`config.mk`:
```
export PLATFORM = sky130hd
export DESIGN_NAME = knnru_ctrl
export DESIGN_NICKNAME = d
export VERILOG_FILES = /design/src/rtl/knn_ring_average_upscaler_macros.svh /design/src/rtl/knnru_pkg.sv /design/src/rtl/knnru_ctrl.sv
export SDC_FILE = /design/constraint.sdc
export NUM_CORES = 1
export LEC_CHECK = 0
export BUFFER_PORTS_ARGS = -buffer_cell sky130_fd_sc_hd__buf_2
export CORE_AREA = 3 3 40 42
export DETAILED_ROUTE_END_ITERATION = 12
export DIE_AREA = 0 0 43 45
export GPL_TIMING_DRIVEN = 0
export MAX_ROUTING_LAYER = met4
export PLACE_DENSITY = 0.82
export SYNTH_ARGS = -nofsm -noshare
export SYNTH_HDL_FRONTEND = slang
export SYNTH_SLANG_ARGS = --single-unit
export TNS_END_PERCENT = 100
```
`constraint.sdc`:
```
create_clock -name i_clk -period 5 [get_ports i_clk]
set_clock_uncertainty 0.15 [all_clocks]
set_input_delay 0.75 -clock i_clk [delete_from_list [all_inputs] [get_ports i_clk]]
set_output_delay 0.75 -clock i_clk [all_outputs]
set_load 0.02 [all_outputs]
```
`src/rtl/knn_ring_average_upscaler_macros.svh`:
```
// Assertion macros for the ring-average upscaler.
`ifndef KNN_RING_AVERAGE_UPSCALER_MACROS_SVH
`define KNN_RING_AVERAGE_UPSCALER_MACROS_SVH
`ifndef NO_ASSERTIONS
`define KNNRU_ASSERT_SAME(label, clk, rst_n, ante, cons) \
    label: assert property (@(posedge clk) disable iff (!rst_n) (ante) |-> (cons)) \
        else $error("knnru assertion failed");
`define KNNRU_ASSERT_NEXT(label, clk, rst_n, ante, cons) \
    label: assert property (@(posedge clk) disable iff (!rst_n) (ante) |=> (cons)) \
        else $error("knnru assertion failed");
`else
`define KNNRU_ASSERT_SAME(label, clk, rst_n, ante, cons)
`define KNNRU_ASSERT_NEXT(label, clk, rst_n, ante, cons)
`endif
`endif

```
`src/rtl/knnru_pkg.sv`:
```
// Shared types and constants for the ring-average upscaler.
package knnru_pkg;
    localparam int MAX_WIDTH_DEF  = 256;
    localparam int MAX_HEIGHT_DEF = 256;
    localparam int MAX_K_DEF      = 64;

    localparam int CFG_W = 9;   // config data width
    localparam int POS_W = 11;  // coordinate field width
    localparam int CH_W  = 8;   // color channel width
    localparam int CW    = 14;  // signed ring coordinate width

    localparam logic CMD_LOAD    = 1'b0;
    localparam logic CMD_COMPUTE = 1'b1;

    typedef enum logic [1:0] {
        CFG_SRC_WIDTH,
        CFG_SRC_HEIGHT,
        CFG_NEIGHBOURS,
        CFG_SCALE
    } t_cfg_idx;

    typedef enum logic [2:0] {
        DIV_X,
        DIV_Y,
        DIV_R,
        DIV_G,
        DIV_B
    } t_div_sel;

    typedef struct packed {
        logic     wr_px;
        logic     latch_in;
        logic     div_start;
        t_div_sel div_sel;
        logic     cap;
        t_div_sel cap_sel;
        logic     walk_init;
        logic     walk_step;
        logic     out_load;
    } t_cmd;

    typedef struct packed {
        logic div_done;
        logic walk_done;
        logic short_k;
    } t_sts;
endpackage

```
`src/rtl/knnru_ctrl.sv`:
```
// Controller: sequences load, coordinate divide, ring walk, averaging, output.
module knnru_ctrl (
    input  logic            i_clk,
    input  logic            i_rst_n,
    input  logic            i_in_valid,
    input  logic            i_cmd,
    output logic            o_in_stall,
    output logic            o_out_valid,
    input  logic            i_out_stall,
    input  knnru_pkg::t_sts i_sts,
    output knnru_pkg::t_cmd o_cmd
);
    import knnru_pkg::*;

    typedef enum logic [3:0] {
        S_IDLE,
        S_PREP,
        S_DIVX,
        S_DIVY,
        S_INIT,
        S_WALK,
        S_DRAIN,
        S_DIVR,
        S_DIVG,
        S_DIVB,
        S_OUT
    } t_state;

    t_state r_state;
    t_state n_state;
    logic   r_out_valid;

    assign o_in_stall  = (r_state != S_IDLE);
    assign o_out_valid = r_out_valid;

    always_comb begin
        n_state = r_state;
        o_cmd   = '0;
        unique case (r_state)
            S_IDLE: begin
                if (i_in_valid) begin
                    if (i_cmd == CMD_COMPUTE) begin
                        o_cmd.latch_in = 1'b1;
                        n_state        = S_PREP;
                    end else begin
                        o_cmd.wr_px = 1'b1;
                    end
                end
            end
            S_PREP: begin
                o_cmd.div_start = 1'b1;
                o_cmd.div_sel   = DIV_X;
                n_state         = S_DIVX;
            end
            S_DIVX: begin
                if (i_sts.div_done) begin
                    o_cmd.cap       = 1'b1;
                    o_cmd.cap_sel   = DIV_X;
                    o_cmd.div_start = 1'b1;
                    o_cmd.div_sel   = DIV_Y;
                    n_state         = S_DIVY;
                end
            end
            S_DIVY: begin
                if (i_sts.div_done) begin
                    o_cmd.cap     = 1'b1;
                    o_cmd.cap_sel = DIV_Y;
                    n_state       = S_INIT;
                end
            end
            S_INIT: begin
                o_cmd.walk_init = 1'b1;
                n_state         = S_WALK;
            end
            S_WALK: begin
                if (i_sts.walk_done)
                    n_state = S_DRAIN;
                else
                    o_cmd.walk_step = 1'b1;
            end
            S_DRAIN: begin
                // last read lands in the sums by now
                if (i_sts.short_k) begin
                    n_state = S_OUT;
                end else begin
                    o_cmd.div_start = 1'b1;
                    o_cmd.div_sel   = DIV_R;
                    n_state         = S_DIVR;
                end
            end
            S_DIVR: begin
                if (i_sts.div_done) begin
                    o_cmd.cap       = 1'b1;
                    o_cmd.cap_sel   = DIV_R;
                    o_cmd.div_start = 1'b1;
                    o_cmd.div_sel   = DIV_G;
                    n_state         = S_DIVG;
                end
            end
            S_DIVG: begin
                if (i_sts.div_done) begin
                    o_cmd.cap       = 1'b1;
                    o_cmd.cap_sel   = DIV_G;
                    o_cmd.div_start = 1'b1;
                    o_cmd.div_sel   = DIV_B;
                    n_state         = S_DIVB;
                end
            end
            S_DIVB: begin
                if (i_sts.div_done) begin
                    o_cmd.cap     = 1'b1;
                    o_cmd.cap_sel = DIV_B;
                    n_state       = S_OUT;
                end
            end
            S_OUT: begin
                if (!r_out_valid || !i_out_stall) begin
                    o_cmd.out_load = 1'b1;
                    n_state        = S_IDLE;
                end
            end
            default: n_state = S_IDLE;
        endcase
    end

    always_ff @(posedge i_clk) begin
        if (!i_rst_n) begin
            r_state     <= S_IDLE;
            r_out_valid <= 1'b0;
        end else begin
            r_state <= n_state;
            if (o_cmd.out_load)
                r_out_valid <= 1'b1;
            else if (r_out_valid && !i_out_stall)
                r_out_valid <= 1'b0;
        end
    end
endmodule

```
==> results.toml <==
[floorplanning]
num_rows = 13
initial_core_util = 0.446
ioPinCount = 23
dieHeight_um = 45
core_um2 = 1280
die_w_um = 43
dieArea_um2 = 1940

[place]
place_area_um2 = 702
dp_hpwl_um = 1090
portBuffers = 22
gp_congestion = 0.812

[synth]
synth_fp_nets = 85
yosys_warnings = 0
synth.top_cell.area_share = 0.175
avgSynthCellArea_um2 = 7.44
synthTopCellsByArea = "dfxtp_1 17%, nand2_1 6.6%, nor2_1 5.9%"
ys.flop_type = "dfxtp_1"
async_flop_share = 0
ys_ff_latch = 5
yosys.area.top_type = "dfxtp_1"
ys_seq_area_frac = 0.175
syn-instance-count = 77
syn_area_um2 = 573
synth_cell_types = 39
synth_edf_count = 0

[critical_path]
reg2regPathDepth = 5
end_kind = "output pin"
worst_ep_required_time_ps = 4100
critPathMaxFanout = 10
arrival_ps = 1790
worst-setup-path-type = "register to output pin"
startpoint_type = "register"
timing.rr.end = "r_state[1]"
r2r_slack_ps = 3300
r2r-start = "r_state[0]"

[sta]
setup_tns_ps = 0
fmax_mhz = 372
hold_viol = 0
slew_violations = 0
timing.slew.headroom = 0.740
timing.final.crit_share = 0.538
finalSetupViolCount = 0
tightest_slew_ps = 386
period_needed_ps = 2690
rsz0062_at_grt = "false"

[clock_network]
cts_max_level = 1
cts_setup_buffers = 0
clockBufferDepth = 2
cts_hold_buffers = 0
cts_buffers = 3
clockRootBuffer = "clkbuf_4"
post_cts_resized = 0
cts_tree = "built"
cts.sinks = 5
clock_latency_ps = 250
path_clk_slew_ps = 40

[worst_hold_path]
whs_endpoint = "o_out_valid"
hold_class = "register to register"
min_path_cells = 2
hold_start = "o_out_valid"

[status]
status = "complete, no violations"

[route]
finalWirelength_um = 1400
detail-route-antenna-nets = 0
vias = 645
via_per_inst = 5.47
drt-wirelength-per-cell_um = 11.9
drc = 0
drt-initial-drc-count = 16
firstDrtPassIters = 4

[final_layout]
fillCellCount = 125
stdcell_area_um2 = 728
area_growth_pct = 27.1
antenna_cells = 0
drive_gt1_frac = 0.369
layout.nets = 112

[global_route]
grt_overflow = 0
grt_usage = 0.167
grt_pass1_wl_um = 2390
antenna_found_initial = 0
grt_pass1_vias = 601
grt_start_max_net_pins = 11

[pwr]
ir_drop_v = 0.000211
p_leak_nw = 0.355
power_density_nw_per_um2 = 411

[flow_run]
maxCapViolations = 0
[area by class of cell]
class                           count  area [um^2]  share of cell area
Multi-Input combinational cell     62          417               0.572
Inverter                            2         7.51              0.0103
Timing Repair Buffer               22          110               0.151
Sequential cell                     5          100               0.137
Clock buffer                        4         26.3              0.0361
Buffer                              8         48.8              0.0670
Tap cell                           15         18.8              0.0258
[worst max path at each step]
stage	slack, ps	end	cells past startpoint	start
floorplan	2650	o_cmd[2]	3	r_state[2]
global placement	2410	o_cmd[10]	6	i_sts[2]
detailed placement	2410	o_cmd[10]	6	i_sts[2]
CTS	2310	o_cmd[10]	7	r_state[2]
global route	2170	o_cmd[10]	7	r_state[2]
finish	2310	o_cmd[10]	7	r_state[2]
[sequential cells by signal, indices dropped and copies added (netlist names)]
signal,cells
o_out_valid,1
r_state,4
[metrics by stage]
| step | hold WS (ps) | power (mW) | utilization | instances | setup WS (ps) |
|---|---|---|---|---|---|
| 3_5_place_dp | 362 | 0.252 | 0.546 | 114 | 2410 |
| 2_1_floorplan | 424 | 0.208 | - | 77 | 2650 |
| 5_1_grt | 406 | 0.322 | 0.567 | 118 | 2170 |
| 3_3_place_gp | 337 | 0.247 | 0.546 | 114 | 2410 |
| 4_1_cts | 369 | 0.301 | 0.567 | 118 | 2310 |
| 6_report | 365 | 0.299 | 0.567 | 118 | 2310 |
[critical path, stage by stage, from the launching register on]
cell      delay, ps
dfxtp_1         300
buf_2           170
clkbuf_1        330
nor2_1          130
a32o_1          220
a21oi_1         150
o22ai_1          90
buf_2           160
[kinds of logic after synthesis]
group / count (synthesis) / share of synthesized area
XOR/XNOR: 1 / 0.0153
flip-flops: 5 / 0.175
AO/OA/AOI/OAI: 17 / 0.216
buffers and inverters: 10 / 0.0982
multiplexers: 3 / 0.0524
AND/OR/NAND/NOR: 41 / 0.443
[synth_stat cells (all sizes together) (2+ instances only)]
| cell | count |
|---|---|
| dfxtp | 5 |
| clkbuf | 2 |
| nand2 | 10 |
| mux2i | 3 |
| a21oi | 6 |
| nand2b | 4 |
| inv | 2 |
| nor4 | 2 |
| nor2 | 9 |
| and3 | 2 |
| buf | 6 |
| nor2b | 3 |
| a32o | 2 |
[where the power goes]
| part | internal, mW | switching, mW | leakage, nW |
|---|---|---|---|
| registers | 0.0474 | 0.00210 | 0.0407 |
| clock network | 0.0302 | 0.0172 | 0.0150 |
| logic | 0.0852 | 0.117 | 0.300 |
[cells in the final DEF, fill, tap and decap left out, types with 2 or more instances in the layout]
master | synthesis | layout
mux2i_1 | 3 | 3
buf_2 | 3 | 25
nand2b_1 | 4 | 4
dfxtp_1 | 5 | 5
nand2_1 | 10 | 10
nor2_1 | 9 | 9
a32o_1 | 2 | 2
and3_1 | 2 | 2
nor4_2 | 2 | 2
nor2b_1 | 2 | 2
clkbuf_1 | 2 | 3
a21oi_1 | 5 | 5
clkbuf_4 | 0 | 3
buf_4 | 2 | 2
[routing by layer]
layer / track usage / part of all wire / vias to the layer above
met1: 0.171 / 0.43 / 286
met5: - / 0 / -
met4: 0.0964 / 0.016 / 0
met2: 0.296 / 0.50 / 24
met3: 0.0359 / 0.058 / 2
li1: - / - / 333
No activity file was read; power rests on OpenSTA's default activity.
